### src/rtl/assert_macros.svh
// Assertion macros shared by the handle pool RTL.
// Define ASSERT_OFF to compile every check away.
`ifndef ASSERT_MACROS_SVH
`define ASSERT_MACROS_SVH

`ifndef ASSERT_OFF
`define RHP_ASSERT(lbl, clk, rst_n, prop) \
    lbl: assert property (@(posedge clk) disable iff (!rst_n) prop) \
        else $error("handle pool assertion failed");
`define RHP_NEVER(lbl, clk, rst_n, expr) \
    lbl: assert property (@(posedge clk) disable iff (!rst_n) !(expr)) \
        else $error("handle pool forbidden condition");
`else
`define RHP_ASSERT(lbl, clk, rst_n, prop)
`define RHP_NEVER(lbl, clk, rst_n, expr)
`endif

`endif

### src/rtl/rhp_pkg.sv
// Shared types and constants of the refcounted handle pool.
// No dependencies; used by the count table, free FIFO and top level.
`default_nettype none

package rhp_pkg;

    localparam int KIND_W   = 2;
    localparam int HANDLE_W = 4;

    // Request kinds
    localparam logic [KIND_W-1:0] K_ALLOC   = 2'd0;
    localparam logic [KIND_W-1:0] K_RELEASE = 2'd1;
    localparam logic [KIND_W-1:0] K_ADDREF  = 2'd2;
    localparam logic [KIND_W-1:0] K_QUERY   = 2'd3;

    // Commands to the free FIFO and fresh-handle counter
    typedef struct packed {
        logic rd;          // read the head entry
        logic pop;         // drop the head entry
        logic push;        // append a handle at the tail
        logic take_fresh;  // consume the next never-used handle
    } t_fifo_cmd;

    // Status from the free FIFO
    typedef struct packed {
        logic has_free;    // FIFO holds at least one handle
        logic has_fresh;   // a never-used handle remains
    } t_fifo_stat;

    // Commands to the count table
    typedef struct packed {
        logic rd;
        logic wr;
    } t_cnt_cmd;

endpackage

`default_nettype wire

### src/rtl/rhp_count_table.sv
// Reference count memory with one read and one write port, registered read.
// Held bits in flip-flops mark entries with a nonzero count; depends on rhp_pkg.
`default_nettype none

module rhp_count_table #(
    parameter int POOL_SIZE = 16,
    parameter int IDX_W     = 4,
    parameter int CNT_W     = 8
) (
    input  wire                   i_clk,
    input  wire                   i_rst_n,
    input  rhp_pkg::t_cnt_cmd     i_cmd,
    input  wire  [IDX_W-1:0]      i_rd_addr,
    input  wire  [IDX_W-1:0]      i_wr_addr,
    input  wire  [CNT_W-1:0]      i_wr_data,
    output logic [CNT_W-1:0]      o_rd_count,
    output logic                  o_rd_held
);

    logic [CNT_W-1:0]     r_mem [POOL_SIZE];
    logic [POOL_SIZE-1:0] r_held;
    logic [CNT_W-1:0]     r_rd_count;
    logic                 r_rd_held;

    // Write the count memory
    always_ff @(posedge i_clk) begin
        if (i_cmd.wr) begin
            r_mem[i_wr_addr] <= i_wr_data;
        end
    end

    // Read count and held bit together
    always_ff @(posedge i_clk) begin
        if (i_cmd.rd) begin
            r_rd_count <= r_mem[i_rd_addr];
        end
    end

    always_ff @(posedge i_clk) begin
        if (!i_rst_n) begin
            r_rd_held <= 1'b0;
        end else if (i_cmd.rd) begin
            r_rd_held <= r_held[i_rd_addr];
        end
    end

    // Track nonzero counts; reset marks every handle free
    always_ff @(posedge i_clk) begin
        if (!i_rst_n) begin
            r_held <= '0;
        end else if (i_cmd.wr) begin
            r_held[i_wr_addr] <= (i_wr_data != '0);
        end
    end

    assign o_rd_count = r_rd_count;
    assign o_rd_held  = r_rd_held;

endmodule

`default_nettype wire

### src/rtl/rhp_free_fifo.sv
// Free-handle FIFO in a synchronous memory plus the never-used handle counter.
// Depends on rhp_pkg and assert_macros.svh.
`default_nettype none
`include "assert_macros.svh"

module rhp_free_fifo #(
    parameter int POOL_SIZE = 16,
    parameter int IDX_W     = 4
) (
    input  wire                   i_clk,
    input  wire                   i_rst_n,
    input  rhp_pkg::t_fifo_cmd    i_cmd,
    input  wire  [IDX_W-1:0]      i_push_handle,
    output logic [IDX_W-1:0]      o_head_handle,
    output logic [IDX_W-1:0]      o_fresh_handle,
    output rhp_pkg::t_fifo_stat   o_stat
);

    localparam int LVL_W = $clog2(POOL_SIZE + 1);

    logic [IDX_W-1:0] r_mem [POOL_SIZE];
    logic [IDX_W-1:0] r_rd_data;
    logic [IDX_W-1:0] r_head, n_head;
    logic [IDX_W-1:0] r_tail, n_tail;
    logic [LVL_W-1:0] r_level, n_level;
    logic [LVL_W-1:0] r_fresh, n_fresh;
    logic             w_push_ok;
    logic             w_pop_ok;

    assign w_push_ok = i_cmd.push && (r_level < LVL_W'(POOL_SIZE));
    assign w_pop_ok  = i_cmd.pop && (r_level != '0);

    // Write at the tail
    always_ff @(posedge i_clk) begin
        if (w_push_ok) begin
            r_mem[r_tail] <= i_push_handle;
        end
    end

    // Read the head entry
    always_ff @(posedge i_clk) begin
        if (i_cmd.rd) begin
            r_rd_data <= r_mem[r_head];
        end
    end

    // Advance pointers, level and fresh counter
    always_comb begin
        n_head  = r_head;
        n_tail  = r_tail;
        n_level = r_level;
        n_fresh = r_fresh;
        if (w_pop_ok) begin
            n_head = (r_head == IDX_W'(POOL_SIZE - 1)) ? '0 : r_head + 1'b1;
        end
        if (w_push_ok) begin
            n_tail = (r_tail == IDX_W'(POOL_SIZE - 1)) ? '0 : r_tail + 1'b1;
        end
        if (w_pop_ok && !w_push_ok) begin
            n_level = r_level - 1'b1;
        end else if (w_push_ok && !w_pop_ok) begin
            n_level = r_level + 1'b1;
        end
        if (i_cmd.take_fresh && (r_fresh < LVL_W'(POOL_SIZE))) begin
            n_fresh = r_fresh + 1'b1;
        end
    end

    always_ff @(posedge i_clk) begin
        if (!i_rst_n) begin
            r_head  <= '0;
            r_tail  <= '0;
            r_level <= '0;
            r_fresh <= '0;
        end else begin
            r_head  <= n_head;
            r_tail  <= n_tail;
            r_level <= n_level;
            r_fresh <= n_fresh;
        end
    end

    assign o_head_handle    = r_rd_data;
    assign o_fresh_handle   = IDX_W'(r_fresh);
    assign o_stat.has_free  = (r_level != '0);
    assign o_stat.has_fresh = (r_fresh < LVL_W'(POOL_SIZE));

    // Level and fresh counter stay within the pool
    `RHP_ASSERT(a_level_bound, i_clk, i_rst_n, r_level <= LVL_W'(POOL_SIZE))
    // A freed handle is never held, so the FIFO has room for it
    `RHP_NEVER(a_push_full, i_clk, i_rst_n, i_cmd.push && (r_level == LVL_W'(POOL_SIZE)))
    // Queued handles cannot exceed the fresh-consumed handles
    `RHP_ASSERT(a_level_fresh, i_clk, i_rst_n, r_level <= r_fresh)

endmodule

`default_nettype wire

### src/rtl/refcounted_handle_pool_unit.sv
// Refcounted handle pool: accepts one request, answers one result.
// A request is accepted in idle, where the count memory and FIFO head are read;
// lookup then writes the count back and loads the result register. No new request
// is taken during lookup. A waiting result lets the next request in, which then holds
// in lookup until the result is taken.
// Reset clears held bits, FIFO pointers and the fresh counter at once; no sweep.
`default_nettype none
`include "assert_macros.svh"

module refcounted_handle_pool_unit #(
    parameter int POOL_SIZE      = 16,
    parameter int MAX_REFERENCES = 255
) (
    input  wire                           i_clk,
    input  wire                           i_rst_n,
    input  wire                           i_in_valid,
    output logic                          o_in_ready,
    input  wire  [rhp_pkg::KIND_W-1:0]    i_kind,
    input  wire  [rhp_pkg::HANDLE_W-1:0]  i_handle,
    output logic                          o_out_valid,
    input  wire                           i_out_ready,
    output logic [rhp_pkg::HANDLE_W-1:0]  o_result_handle,
    output logic                          o_ok,
    output logic                          o_shared,
    output logic                          o_freed,
    output logic                          o_saturated
);

    localparam int IDX_W = $clog2(POOL_SIZE);
    localparam int CNT_W = $clog2(MAX_REFERENCES + 1);

    localparam logic ST_IDLE   = 1'b0;
    localparam logic ST_LOOKUP = 1'b1;

    logic                          r_state, n_state;
    logic [rhp_pkg::KIND_W-1:0]    r_kind;
    logic [rhp_pkg::HANDLE_W-1:0]  r_handle;
    logic                          r_out_valid;
    logic [rhp_pkg::HANDLE_W-1:0]  r_res_handle;
    logic                          r_ok, r_shared, r_freed, r_sat;
    logic [rhp_pkg::HANDLE_W-1:0]  n_res_handle;
    logic                          n_ok, n_shared, n_freed, n_sat;

    logic                          w_in_acc;
    logic                          w_compute;
    logic                          w_in_range_in;
    logic                          w_in_range;
    logic                          w_held;
    logic                          w_is_alloc;
    logic                          w_pool_dry;
    logic [IDX_W-1:0]              w_rd_addr;
    logic [IDX_W-1:0]              w_idx;
    logic [IDX_W-1:0]              w_grant;
    logic [CNT_W-1:0]              w_cnt;
    logic [CNT_W-1:0]              w_new_cnt;
    logic [IDX_W-1:0]              w_wr_addr;
    logic [CNT_W-1:0]              w_wr_data;

    rhp_pkg::t_cnt_cmd             w_cnt_cmd;
    rhp_pkg::t_fifo_cmd            w_fifo_cmd;
    rhp_pkg::t_fifo_stat           w_fifo_stat;
    logic [IDX_W-1:0]              w_head_handle;
    logic [IDX_W-1:0]              w_fresh_handle;

    // Handshake
    assign o_in_ready = (r_state == ST_IDLE);
    assign w_in_acc   = i_in_valid && o_in_ready;
    assign w_compute  = (r_state == ST_LOOKUP) && (!r_out_valid || i_out_ready);

    // Read address: out-of-range handles read entry zero and are masked later
    assign w_in_range_in = ({{(32 - rhp_pkg::HANDLE_W){1'b0}}, i_handle}
                            < 32'(POOL_SIZE));
    assign w_rd_addr     = w_in_range_in ? IDX_W'(i_handle) : '0;
    assign w_in_range    = ({{(32 - rhp_pkg::HANDLE_W){1'b0}}, r_handle}
                            < 32'(POOL_SIZE));
    assign w_idx         = IDX_W'(r_handle);

    // Allocation request and pool with nothing left to grant
    assign w_is_alloc = (r_kind == rhp_pkg::K_ALLOC);
    assign w_pool_dry = !w_fifo_stat.has_free && !w_fifo_stat.has_fresh;

    rhp_count_table #(
        .POOL_SIZE (POOL_SIZE),
        .IDX_W     (IDX_W),
        .CNT_W     (CNT_W)
    ) u_count_table (
        .i_clk      (i_clk),
        .i_rst_n    (i_rst_n),
        .i_cmd      (w_cnt_cmd),
        .i_rd_addr  (w_rd_addr),
        .i_wr_addr  (w_wr_addr),
        .i_wr_data  (w_wr_data),
        .o_rd_count (w_cnt),
        .o_rd_held  (w_held)
    );

    rhp_free_fifo #(
        .POOL_SIZE (POOL_SIZE),
        .IDX_W     (IDX_W)
    ) u_free_fifo (
        .i_clk          (i_clk),
        .i_rst_n        (i_rst_n),
        .i_cmd          (w_fifo_cmd),
        .i_push_handle  (w_idx),
        .o_head_handle  (w_head_handle),
        .o_fresh_handle (w_fresh_handle),
        .o_stat         (w_fifo_stat)
    );

    // Modify the looked-up count and decide the result
    always_comb begin
        w_cnt_cmd.rd          = w_in_acc;
        w_cnt_cmd.wr          = 1'b0;
        w_fifo_cmd.rd         = w_in_acc;
        w_fifo_cmd.pop        = 1'b0;
        w_fifo_cmd.push       = 1'b0;
        w_fifo_cmd.take_fresh = 1'b0;
        w_grant               = w_fifo_stat.has_free ? w_head_handle : w_fresh_handle;
        w_wr_addr             = w_idx;
        w_wr_data             = w_cnt;
        w_new_cnt             = w_cnt;
        n_res_handle          = r_handle;
        n_ok                  = 1'b0;
        n_shared              = 1'b0;
        n_freed               = 1'b0;
        n_sat                 = 1'b0;
        if (w_is_alloc) begin
            n_res_handle = '0;
            if (!w_pool_dry) begin
                n_ok                  = 1'b1;
                n_res_handle          = rhp_pkg::HANDLE_W'(w_grant);
                w_cnt_cmd.wr          = w_compute;
                w_wr_addr             = w_grant;
                w_wr_data             = CNT_W'(1);
                w_fifo_cmd.pop        = w_compute && w_fifo_stat.has_free;
                w_fifo_cmd.take_fresh = w_compute && !w_fifo_stat.has_free;
            end
        end else if (w_held && w_in_range) begin
            n_ok = 1'b1;
            case (r_kind)
                rhp_pkg::K_RELEASE: begin
                    w_cnt_cmd.wr = w_compute;
                    if (w_cnt == CNT_W'(1)) begin
                        w_new_cnt       = '0;
                        w_fifo_cmd.push = w_compute;
                        n_freed         = 1'b1;
                    end else begin
                        w_new_cnt = w_cnt - 1'b1;
                    end
                    w_wr_data = w_new_cnt;
                end
                rhp_pkg::K_ADDREF: begin
                    if (w_cnt >= CNT_W'(MAX_REFERENCES)) begin
                        n_sat = 1'b1;
                    end else begin
                        w_new_cnt    = w_cnt + 1'b1;
                        w_wr_data    = w_new_cnt;
                        w_cnt_cmd.wr = w_compute;
                    end
                end
                default: begin
                    w_new_cnt = w_cnt;
                end
            endcase
            n_shared = (w_new_cnt > CNT_W'(1));
        end
    end

    // Sequence: wait for a request, then finish it when the output slot is free
    always_comb begin
        n_state = r_state;
        case (r_state)
            ST_IDLE:   if (w_in_acc) n_state = ST_LOOKUP;
            ST_LOOKUP: if (w_compute) n_state = ST_IDLE;
            default:   n_state = ST_IDLE;
        endcase
    end

    always_ff @(posedge i_clk) begin
        if (!i_rst_n) begin
            r_state     <= ST_IDLE;
            r_out_valid <= 1'b0;
        end else begin
            r_state <= n_state;
            if (w_compute) begin
                r_out_valid <= 1'b1;
            end else if (i_out_ready) begin
                r_out_valid <= 1'b0;
            end
        end
    end

    // Hold the request under work
    always_ff @(posedge i_clk) begin
        if (w_in_acc) begin
            r_kind   <= i_kind;
            r_handle <= i_handle;
        end
    end

    // Load the result register
    always_ff @(posedge i_clk) begin
        if (w_compute) begin
            r_res_handle <= n_res_handle;
            r_ok         <= n_ok;
            r_shared     <= n_shared;
            r_freed      <= n_freed;
            r_sat        <= n_sat;
        end
    end

    assign o_out_valid     = r_out_valid;
    assign o_result_handle = r_res_handle;
    assign o_ok            = r_ok;
    assign o_shared        = r_shared;
    assign o_freed         = r_freed;
    assign o_saturated     = r_sat;

    // A new result appears only out of the lookup step
    `RHP_ASSERT(a_out_from_lookup, i_clk, i_rst_n, $rose(o_out_valid) |-> $past(r_state == ST_LOOKUP))
    // Freed and saturated results always report a held handle
    `RHP_ASSERT(a_freed_ok, i_clk, i_rst_n, (o_out_valid && o_freed) |-> (o_ok && !o_shared))
    `RHP_ASSERT(a_sat_ok, i_clk, i_rst_n, (o_out_valid && o_saturated) |-> (o_ok && o_shared))
    // An exhausted pool never grants
    `RHP_ASSERT(a_no_grant, i_clk, i_rst_n, (w_compute && w_is_alloc && w_pool_dry) |=> !o_ok)

endmodule

`default_nettype wire
### config.mk
export PLATFORM = sky130hd
export DESIGN_NAME = refcounted_handle_pool_unit
export DESIGN_NICKNAME = d
export VERILOG_FILES = /design/src/rtl/rhp_pkg.sv /design/src/rtl/rhp_count_table.sv /design/src/rtl/rhp_free_fifo.sv /design/src/rtl/refcounted_handle_pool_unit.sv
export VERILOG_INCLUDE_DIRS = /design/src /design/src/rtl
export SDC_FILE = /design/constraint.sdc
export NUM_CORES = 1
export LEC_CHECK = 0
export ABC_AREA = 1
export ABC_CLOCK_PERIOD_IN_PS = 4100
export BUFFER_PORTS_ARGS = -buffer_cell sky130_fd_sc_hd__buf_2
export CORE_ASPECT_RATIO = 2
export CORE_MARGIN = 10
export CORE_UTILIZATION = 45
export DETAILED_ROUTE_END_ITERATION = 7
export SLEW_MARGIN = 10
export SYNTH_ARGS = -nofsm -noshare
export SYNTH_HDL_FRONTEND = slang
export SYNTH_HIERARCHICAL = 1
export SYNTH_SLANG_ARGS = --single-unit
### constraint.sdc
create_clock -name i_clk -period 4.1 [get_ports i_clk]
set_clock_uncertainty 0.15 [all_clocks]
set_input_delay 0.41 -clock i_clk [delete_from_list [all_inputs] [get_ports i_clk]]
set_output_delay 0.41 -clock i_clk [all_outputs]
set_load 0.03 [all_outputs]
==> run metrics, run 1 <==
Die H 247 µm; final std cells w/o fill 1534; residual antenna-violating net count after detailed routing 0; slew at the pin closest to its max-slew limit 1.25 ns; r2r startpoint r_kind[0]; remaining global-route overflow 0; count of port buffers added during placement 19; Yosys warning total 6; distinct cell type count of the synthesized netlist 46; H-Tree Depth 1; number of max-slew violations in the final report 0; fraction of final layout cells sized beyond drive strength 1 9.80%; final-stage net count 1205; # setup viols final 0; final period demand of the worst path 3.28 ns; category of the most critical setup path reg -> reg; Vias per Instance 5.36; CTS clk-pin slew, worst paths 0.07 ns; Detail Placement HPWL 21800 µm; # DRC 0; proportion of synthesized chip area in sequential cells 62.7%; Worst Setup End Kind register; power density cells 427 nW/µm²; wire length of the first global-routing pass 47000 µm; delay of the slowest critical-path stage 0.48 ns; I/O pin total 20; CTS tree yes; ant diodes 0; cell count after synthesis 1150; RSZ-0062 raised after global routing no; destination of the worst register-to-register timing path u_count_table/r_held[6]; Endpoint, Worst Hold o_out_valid; overall fraction of global-route tracks in use 18.5%; CP max stage cell sky130_fd_sc_hd__nor2_1; drt total wl 31000 µm; Reg2Reg Depth 11; buffer levels on the longest clock path 3; crit start category register; outcome finished, final reports clean; path category of the worst min-delay check in -> reg; ratio of final minimum period to clock period 79.9%; Skew-Pair Late Insertion Delay 0.53 ns; design area 12800 µm²; Die Footprint 33100 µm²; pin count of the biggest net entering global routing 74; average cell area after synthesis 10.1 µm²; total of fill cells in the finished design 2405; Overall Power 5.48 mW; chain of cells forming the critical path inv_1 -> ha_1 -> inv_1 -> nor2_1 -> nand2_1 -> o21ai_0 -> nand3b_1 -> nor2_1 -> buf_4 -> o21ai_0 -> a31oi_1; data arrival time at the worst-slack endpoint 3.58 ns; worst vdd rail ir drop 0.220 mV; Die X 134 µm; Max Cap Violations 0; Inserted Clock Buffers 22; Worst Path Max Fanout 12; Final Hold Viols 0; upper clock frequency limit 305 MHz; number of global-route vias before repair 8098; cell types with the largest area share after synthesis sky130_fd_sc_hd__edfxtp_1, sky130_fd_sc_hd__nand2_1, sky130_fd_sc_hd__dfxtp_1, sky130_fd_sc_hd__nor2_1, sky130_fd_sc_hd__o21ai_0; worst slew slack as a fraction of its limit 16.5%; register bit count reported by yosys 255; Final GP Congestion 0.957; Pre-Repair DR Iteration Count 5; antenna violations before repair 0; initial cell density of the core 45.5%; area share of the leading cell type in the synthesized netlist 56.3%; Core Box Area 25500 µm²; CP required 4.40 ns; cell area after placement 12100 µm²; worst hold path depth 4; DR WL/cell 20.2 µm; DRC marker count from the first detailed-route iteration 568; worst hold-check slack 0.0426 ns; Placed Instances 1492; FP Rows 83; mapped cell area 11600 µm²; total clock sinks 255; startpoint of the lowest-slack hold path i_out_ready; routed vias 8217; layout-stage area growth over the synthesis result 10.3%; slack of the worst reg-to-reg path 0.82 ns; leakage component of the power 4.83 nW; post-synth net total 1177; CTS Root Cell sky130_fd_sc_hd__clkbuf_16; total negative setup slack 0 ns; largest area contributor in the synthesized netlist sky130_fd_sc_hd__edfxtp_1
[sequential cells by signal, summed over array words and instances, names as in the netlist, 2 cells and up]
register                   count
u_count_table/r_held          16
u_free_fifo/r_mem             64
r_handle                       4
u_free_fifo/r_head             4
u_free_fifo/r_tail             4
u_free_fifo/r_fresh            5
o_result_handle                4
u_free_fifo/o_head_handle      4
r_kind                         2
u_count_table/r_mem          128
u_count_table/o_rd_count       8
u_free_fifo/r_level            5
[critical path: cells and delay by family (launching register included)]
kind | cells | cell delay (ns)
simple gates | 4 | 1.13
buf+inv | 3 | 0.54
compound gates | 3 | 0.54
fa+ha+maj | 1 | 0.45
flops | 1 | 0.40
[cells in the final DEF, fill, tap and decap left out, types with 2 or more instances in the layout]
cell type                         n
sky130_fd_sc_hd__clkbuf_1         3
sky130_fd_sc_hd__edfxtp_1       218
sky130_fd_sc_hd__dfxtp_1         37
sky130_fd_sc_hd__o21ai_1         14
sky130_fd_sc_hd__nor2_4           4
sky130_fd_sc_hd__o21ai_0        105
sky130_fd_sc_hd__nor4_4           2
sky130_fd_sc_hd__bufinv_16        2
sky130_fd_sc_hd__dlygate4sd3_1    2
sky130_fd_sc_hd__nand3_1         83
sky130_fd_sc_hd__clkbuf_8         3
sky130_fd_sc_hd__inv_2            5
sky130_fd_sc_hd__inv_1           94
sky130_fd_sc_hd__nor3_1           3
sky130_fd_sc_hd__a31oi_1         17
sky130_fd_sc_hd__o21ai_2          2
sky130_fd_sc_hd__nand2_1        225
sky130_fd_sc_hd__nand3b_1         2
sky130_fd_sc_hd__o211ai_1        30
sky130_fd_sc_hd__o221ai_1         2
sky130_fd_sc_hd__nand3_2          3
sky130_fd_sc_hd__buf_4           32
sky130_fd_sc_hd__clkinvlp_4       3
sky130_fd_sc_hd__nand4_1          3
sky130_fd_sc_hd__xnor2_1          2
sky130_fd_sc_hd__o22ai_1          4
sky130_fd_sc_hd__nor2_1         184
sky130_fd_sc_hd__clkinv_1         2
sky130_fd_sc_hd__nor2_2           3
sky130_fd_sc_hd__xor2_1           7
sky130_fd_sc_hd__a21oi_1         16
sky130_fd_sc_hd__or2_2            2
sky130_fd_sc_hd__clkbuf_16       23
sky130_fd_sc_hd__buf_2           19
sky130_fd_sc_hd__ha_1            16
sky130_fd_sc_hd__clkinv_2         4
sky130_fd_sc_hd__nand2_2          4
[power by group]
group	internal, mW	switching [mW]	total (mW)	leakage, nW
sequential	2.88	0.0367	2.91	2.28
combinational	0.106	0.309	0.415	2.19
clock	1.21	0.932	2.15	0.361
total	4.20	1.28	5.48	4.83
[final cells by class]
cell class | count | area [µm²] | area share [%]
flip-flops and latches | 255 | 7290 | 56.8
repair buffers | 53 | 355 | 2.77
clock buffers | 29 | 628 | 4.90
multi-input cells | 744 | 3620 | 28.2
well taps | 340 | 425 | 3.32
clock inverters | 11 | 123 | 0.956
inverters | 102 | 390 | 3.04
[how the worst max path moves through the flow]
stage	slack, ns	cells after the start	startpoint	end
3_3_place_gp	0.75	16	u_count_table/o_rd_count[1]	u_free_fifo/r_level[3]
5_1_grt	0.44	15	u_count_table/o_rd_count[2]	u_free_fifo/r_level[3]
3_5_place_dp	0.83	16	u_count_table/o_rd_count[1]	u_free_fifo/r_level[3]
2_1_floorplan	1.18	16	u_count_table/o_rd_count[1]	u_free_fifo/r_level[3]
6_report	0.82	11	r_kind[0]	u_count_table/r_held[6]
4_1_cts	0.84	16	u_count_table/o_rd_count[1]	u_free_fifo/r_level[3]
[metal layers]
metal	routed length [µm]	global-route usage, %	up-vias	share of wire (%)
li1	-	-	3978	-
met5	0	0	-	0
met3	859	1.68	70	2.8
met4	1430	9.26	0	4.6
met1	10500	17.2	3970	34
met2	18200	38.3	199	59
[cell usage after synthesis, drive strengths merged]
library cell	count
xor2	7
fa	1
o221ai	2
nor2	191
a32oi	1
nand4	3
ha	16
o21a	1
edfxtp	218
nand3	86
clkinv	1
and3	1
nor3	4
o22ai	4
a211oi	1
o21ai	121
o211ai	30
nor4	3
xnor2	2
a31oi	17
nand2	230
dfxtp	37
buf	42
inv	101
nand3b	2
or2	2
clkbuf	7
nor3b	1
nand2b	1
a21oi	17
[timing repair]
| action | CTS | global route |
|---|---|---|
| hold buffers | 2 | 0 |
| setup buffers | 0 | 0 |
| endpoints found under the hold margin | 2 | 0 |
| resized for setup | 0 | 0 |
[metrics by stage]
stage | worst slack (ns) | utilization (%)
2_1_floorplan | 1.18 | -
3_3_place_gp | 0.752 | 47.2
3_5_place_dp | 0.834 | 47.2
4_1_cts | 0.843 | 50.2
5_1_grt | 0.436 | 50.2
6_report | 0.824 | 50.2
[kinds of logic (layout without fill, tap and decap cells)]
family	count (synthesis)	in the layout	share of synthesized area (%)
simple gates	524	524	19.1
xor+xnor	9	9	0.678
compound gates	194	194	9.46
flops	255	255	62.7
fa+ha+maj	17	17	1.89
buf+inv	151	195	6.25
Power figures use the tool's default switching activity.
==> inputs of run 2 (changes only) <==
ABC_CLOCK_PERIOD_IN_PS = 3450   (was 4100)
clock period = 3.45 ns   (was 4.1 ns; I/O delays follow)
==> run 2 against run 1 <==
Net effect:
- power rose by 18%
- combinational power is 32% higher
- utilization rose by 0.39 points
- critical endpoint is now u_count_table/r_held[15]
- highest routed layer unchanged
==> run metrics, run 2 (same netlist as run 1, synthesis figures left out) <==
crit start category register; outcome finished, final reports clean; Worst Path Buf+Inv 3 (unchanged); worst slew slack as a fraction of its limit 26.0% (+9.5 points); category of the most critical setup path reg -> reg; layout-stage area growth over the synthesis result 11.1%; I/O pin total 20 (unchanged); FP Rows 83 (unchanged); slack of the worst reg-to-reg path 0.41 ns (-0.41 ns); final std cells w/o fill 1555 (+1.4%); Die X 134 µm (unchanged); DRC marker count from the first detailed-route iteration 625 (+10%); leading cell type in the layout, fill and taps excluded sky130_fd_sc_hd__nand2_1; kind of cell adding the most delay to the critical path simple AND/OR/NAND/NOR gates; Skew-Pair Late Insertion Delay 0.53 ns (about the same); CTS tree yes; wire length of the first global-routing pass 47400 µm (+0.87%); ant diodes 0 (unchanged); pin count of the biggest net entering global routing 73 (-1.4%); Max Cap Violations 0 (unchanged); worst vdd rail ir drop 0.404 mV (+83%); buffer levels on the longest clock path 3 (unchanged); Die Footprint 33100 µm² (unchanged); ratio of final minimum period to clock period 88.1% (+8.2 points); setup bufs post-CTS 0 (unchanged); met1 track demand over resource 17.8% (+0.59 points); Detail Placement HPWL 21800 µm (-0.14%); Vias per Instance 5.33 (-0.50%); destination of the worst register-to-register timing path u_count_table/r_held[15]; Reg2Reg Depth 11 (unchanged); delay of the slowest critical-path stage 0.52 ns (+0.04 ns); r2r startpoint r_kind[0]; CP max stage cell sky130_fd_sc_hd__nor2_1; count of port buffers added during placement 19 (unchanged); CTS Hold Bufs 4 (+2); remaining global-route overflow 0 (unchanged); total negative setup slack 0 ns (unchanged); register ranked first by flip-flop count u_count_table/r_mem; final-stage net count 1224 (+1.6%); fraction of final layout cells sized beyond drive strength 1 10.5% (+0.65 points); Final Hold Viols 0 (unchanged); slew at the pin closest to its max-slew limit 1.11 ns (-0.142 ns); CTS clk-pin slew, worst paths 0.07 ns (about the same); Inserted Clock Buffers 24 (+9.1%); chain of cells forming the critical path inv_1 -> ha_1 -> inv_1 -> nor2_1 -> nand2_1 -> o21ai_0 -> nand3_1 -> nor2_1 -> buf_4 -> o21ai_0 -> a31oi_1; Setup crit end u_count_table/r_held[15]; number of cells upsized or downsized after cts 0 (unchanged); initial cell density of the core 45.5% (unchanged); RSZ-0062 raised after global routing no; Global Route met2 Usage 36.7% (-1.5 points); residual antenna-violating net count after detailed routing 0 (unchanged); number of max-slew violations in the final report 0 (unchanged); total clock sinks 255 (unchanged); leading registers by flop count u_count_table/r_mem (128), u_free_fifo/r_mem (64), u_count_table/r_held (16); H-Tree Depth 1 (unchanged); leakage component of the power 4.89 nW (+1.3%); met3 demand-to-capacity share in global routing 1.96% (+0.28 points); drt total wl 31100 µm (+0.36%); startpoint of the most critical setup path r_kind[0]; Core Box Area 25500 µm² (unchanged); upper clock frequency limit 329 MHz (+7.8%); number of flip-flops in the largest register 128 (unchanged); commonest cells after routing, fill and taps aside sky130_fd_sc_hd__nand2_1, sky130_fd_sc_hd__edfxtp_1, sky130_fd_sc_hd__nor2_1; number of cells on the critical path 11 (unchanged); Pre-Repair DR Iteration Count 5 (unchanged); path category of the worst min-delay check in -> reg; antenna violations before repair 0 (unchanged); power density cells 499 nW/µm² (+17%); global-route layer with the greatest usage met2; Placed Instances 1507 (+1.0%); # DRC 0 (unchanged); overall fraction of global-route tracks in use 18.7% (+0.20 points); Worst Path Max Fanout 10 (-2); data arrival time at the worst-slack endpoint 3.34 ns (-0.24 ns); CP required 3.75 ns (-0.65 ns); final period demand of the worst path 3.04 ns (-0.237 ns); CTS Root Cell sky130_fd_sc_hd__clkbuf_16; DR WL/cell 20.0 µm (-1.0%); Final GP Congestion 0.936 (-2.1%); Worst Setup End Kind register; worst hold-check slack 0.0487 ns (+0.00614 ns); routed vias 8288 (+0.86%); number of global-route vias before repair 8367 (+3.3%); Die H 247 µm (unchanged); # setup viols final 0 (unchanged)
-- run 2: worst register-to-register path, cell delays in order (launching register included) --
cell and delay [ns]:
sky130_fd_sc_hd__edfxtp_1 0.38, sky130_fd_sc_hd__inv_1 0.10, sky130_fd_sc_hd__ha_1 0.21, sky130_fd_sc_hd__inv_1 0.15, sky130_fd_sc_hd__nor2_1 0.52, sky130_fd_sc_hd__nand2_1 0.12
sky130_fd_sc_hd__o21ai_0 0.26, sky130_fd_sc_hd__nand3_1 0.34, sky130_fd_sc_hd__nor2_1 0.24, sky130_fd_sc_hd__buf_4 0.23, sky130_fd_sc_hd__o21ai_0 0.09, sky130_fd_sc_hd__a31oi_1 0.16
-- run 2: layout make-up --
class | count | area [µm²]
clock buffer | 31 | 648
clock inverter | 13 | 68.8
fill | 2328 | 12600
inverter | 102 | 390
multi-input combinational | 744 | 3620
sequential | 255 | 7290
tap | 340 | 425
timing repair buffer | 70 | 488
-- run 2: how the worst min path moves through the flow --
stage,from,endpoint,slack (ns),depth (start not counted)
after floorplan,i_rst_n,u_free_fifo/r_fresh[4],0.29,2
after global placement,u_free_fifo/r_tail[2],u_free_fifo/r_tail[2],0.33,2
after detailed placement,u_free_fifo/r_tail[2],u_free_fifo/r_tail[2],0.33,2
after CTS,i_handle[3],r_handle[3],0.04,1
after global routing,i_handle[3],r_handle[3],0.05,1
final,i_handle[3],r_handle[3],0.05,1
-- run 2: where the power goes --
group	leakage [nW]	internal [mW]	switching, mW
clock	0.343	1.33	1.13
sequential	2.28	3.42	0.0174
combinational	2.27	0.141	0.405
-- run 2: stage by stage --
stage          cell area (µm²)  setup slack (ns)  utilization (%)  total power, mW
5_1_grt                  12900             0.119             50.6             6.68
6_report                 12900             0.411             50.6             6.45
3_3_place_gp             12200             0.458             47.6             4.05
3_5_place_dp             12200             0.438             47.6             4.05
2_1_floorplan            11600             0.532                -             3.83
4_1_cts                  12900             0.432             50.6             6.51
-- run 2: routing by layer --
metal	vias to the layer above	wire, µm	part of all wire (%)
met3	90	1050	3.4
met1	3942	10500	34
met5	-	0	0
met2	237	17500	56
li1	4019	-	-
met4	0	2050	6.6
==> inputs of run 3 (changes only) <==
--- a/config.mk
+++ b/config.mk
@@ -13,5 +13,7 @@
 export CORE_MARGIN = 10
 export CORE_UTILIZATION = 45
+export CTS_CLUSTER_SIZE = 16
 export DETAILED_ROUTE_END_ITERATION = 7
+export RECOVER_POWER = 50
 export SLEW_MARGIN = 10
 export SYNTH_ARGS = -nofsm -noshare
==> constraint.sdc (replaced) <==
create_clock -name i_clk -period 3.45 [get_ports i_clk]
set_clock_uncertainty 0.15 [all_clocks]
set_input_delay 0.69 -clock i_clk [delete_from_list [all_inputs] [get_ports i_clk]]
set_output_delay 0.69 -clock i_clk [all_outputs]
set_load 0.03 [all_outputs]
==> run 3 against run 2 <==
Net effect:
- largest power group unchanged
- final area barely moved
- die area unchanged
- non-clock buffer count fell by 2
- sequential cell count unchanged
- register-to-register slack worse by 0.06 ns
- setup slack worse by 0.064 ns
- final cell count fell by 0.13%
- via count fell by 1.3%
- sequential share of layout area about the same
- critical path depth did not move
- maximum frequency shrank 2.1%
==> run metrics, run 3 (same netlist as run 1, synthesis figures left out) <==
outcome finished, final reports clean; Setup crit end u_count_table/r_held[11]; worst slew slack as a fraction of its limit 5.24% (-21 points); ratio of final minimum period to clock period 90.0% (+1.9 points); number of global-route vias before repair 8122 (-2.9%); Final GP Congestion 0.915 (-2.2%); pin count of the biggest net entering global routing 74 (+1.4%); number of max-slew violations in the final report 0 (unchanged); CTS Root Cell sky130_fd_sc_hd__clkbuf_16; ant diodes 0 (unchanged); CTS tree yes; # setup viols final 0 (unchanged); startpoint of the most critical setup path r_kind[0]; design area 12900 µm² (about the same); Inserted Clock Buffers 24 (unchanged); Placed Instances 1509 (+0.13%); cell area after placement 12200 µm² (+0.23%); H-Tree Depth 1 (unchanged); FP Rows 83 (unchanged); r2r startpoint r_kind[0]; initial cell density of the core 45.5% (unchanged); leading cell type in the layout, fill and taps excluded sky130_fd_sc_hd__nand2_1; number of flip-flops in the largest register 128 (unchanged); worst vdd rail ir drop 0.387 mV (-4.2%); CTS clk-pin slew, worst paths 0.06 ns (about the same); Core Box Area 25500 µm² (unchanged); chain of cells forming the critical path inv_1 -> ha_1 -> inv_1 -> nor2_1 -> nand2_1 -> o21ai_0 -> nand3_1 -> nor2_1 -> buf_4 -> o21ai_0 -> a31oi_1; routed vias 8181 (-1.3%); Vias per Instance 5.27 (-1.2%); delay of the slowest critical-path stage 0.52 ns (about the same); final std cells w/o fill 1553 (-0.13%); CTS Hold Bufs 0 (-4); Overall Power 6.69 mW (+3.8%); path category of the worst min-delay check in -> reg; worst hold-check slack 0.181 ns (+0.133 ns); total clock sinks 255 (unchanged); Detail Placement HPWL 20700 µm (-5.1%); final-stage net count 1222 (-0.16%); power density cells 518 nW/µm² (+3.8%); CP max stage cell sky130_fd_sc_hd__nor2_1; residual antenna-violating net count after detailed routing 0 (unchanged); buffer levels on the longest clock path 3 (unchanged); I/O pin total 20 (unchanged); destination of the worst register-to-register timing path u_count_table/r_held[11]; wire length of the first global-routing pass 46700 µm (-1.5%); Die Footprint 33100 µm² (unchanged); RSZ-0062 raised after global routing no; register ranked first by flip-flop count u_count_table/r_mem; category of the most critical setup path reg -> reg; Max Cap Violations 0 (unchanged); slew at the pin closest to its max-slew limit 1.42 ns (+0.313 ns); Die H 247 µm (unchanged); CP required 3.76 ns (about the same); DR WL/cell 19.2 µm (-3.8%); number of cells upsized or downsized after cts 0 (unchanged); drt total wl 29900 µm (-3.9%); overall fraction of global-route tracks in use 18.1% (-0.67 points); final period demand of the worst path 3.10 ns (+0.0642 ns); remaining global-route overflow 0 (unchanged); slack of the worst reg-to-reg path 0.35 ns (-0.06 ns); leakage component of the power 4.85 nW (-0.91%); DRC marker count from the first detailed-route iteration 578 (-7.5%); commonest cells after routing, fill and taps aside sky130_fd_sc_hd__nand2_1, sky130_fd_sc_hd__edfxtp_1, sky130_fd_sc_hd__nor2_1; total negative setup slack 0 ns (unchanged); leading registers by flop count u_count_table/r_mem (128), u_free_fifo/r_mem (64), u_count_table/r_held (16); Worst Setup End Kind register; Reg2Reg Depth 11 (unchanged); fraction of final layout cells sized beyond drive strength 1 8.57% (-1.9 points); layout-stage area growth over the synthesis result 11.1% (about the same); upper clock frequency limit 322 MHz (-2.1%); Pre-Repair DR Iteration Count 5 (unchanged); count of port buffers added during placement 19 (unchanged); data arrival time at the worst-slack endpoint 3.42 ns (+0.08 ns); # DRC 0 (unchanged); Die X 134 µm (unchanged); Worst Path Max Fanout 10 (unchanged); crit start category register; setup bufs post-CTS 0 (unchanged); Final Hold Viols 0 (unchanged); Skew-Pair Late Insertion Delay 0.54 ns (about the same); antenna violations before repair 0 (unchanged)
[run 3: cell count changes in the layout (fill, tap and decap cells not counted), moves of 5 or more]
cell                       change
sky130_fd_sc_hd__buf_4        -14
sky130_fd_sc_hd__clkbuf_1     +23
sky130_fd_sc_hd__o21ai_0       +5
sky130_fd_sc_hd__buf_2        -13
sky130_fd_sc_hd__clkinv_1      -6
[run 3: how the worst min path moves through the flow]
stage                           from                    end  slack, ns  depth (start not counted)
2_1_floorplan  u_free_fifo/r_tail[2]  u_free_fifo/r_tail[2]       0.32                          2
4_1_cts                    i_kind[0]              r_kind[0]       0.17                          1
3_5_place_dp   u_free_fifo/r_tail[2]  u_free_fifo/r_tail[2]       0.33                          2
5_1_grt                    i_kind[1]              r_kind[1]       0.17                          1
3_3_place_gp   u_free_fifo/r_tail[2]  u_free_fifo/r_tail[2]       0.32                          2
6_report                   i_kind[0]              r_kind[0]       0.18                          1
[run 3: power by group]
part           total (mW)  leakage, nW  internal [mW]  switching [mW]
logic               0.513         2.18          0.122           0.391
registers            3.44         2.28           3.42          0.0176
clock network        2.74        0.393           1.57            1.17
[run 3: area by class of cell]
class / instances / area, µm²
flip-flops and latches: 255 / 7290
well taps: 340 / 425
clock inverters: 14 / 185
clock buffers: 30 / 643
repair buffers: 68 / 392
inverters: 102 / 390
multi-input cells: 744 / 3600
fillers: 2432 / 12600
[run 3: stage by stage]
step | utilization [%] | worst slack, ns
floorplan | - | 0.532
global placement | 47.7 | 0.370
detailed placement | 47.7 | 0.399
CTS | 51.0 | 0.445
global route | 50.6 | 0.0382
finish | 50.6 | 0.347
[run 3: metal layers]
layer	vias up	track usage (%)	share of wire [%]
li1	4010	-	-
met5	-	0	0
met2	185	36.1	58
met3	59	1.70	3.1
met1	3927	18.3	35
met4	0	7.78	4.1
[run 3: worst max-delay path, delay by kind of cell (launching register included)]
kind	cells	cell delay, ns
AO/OA/AOI/OAI	3	0.50
adder cells (fa/ha/maj)	1	0.29
buffers and inverters	3	0.48
flip-flops	1	0.40
AND/OR/NAND/NOR	4	1.23
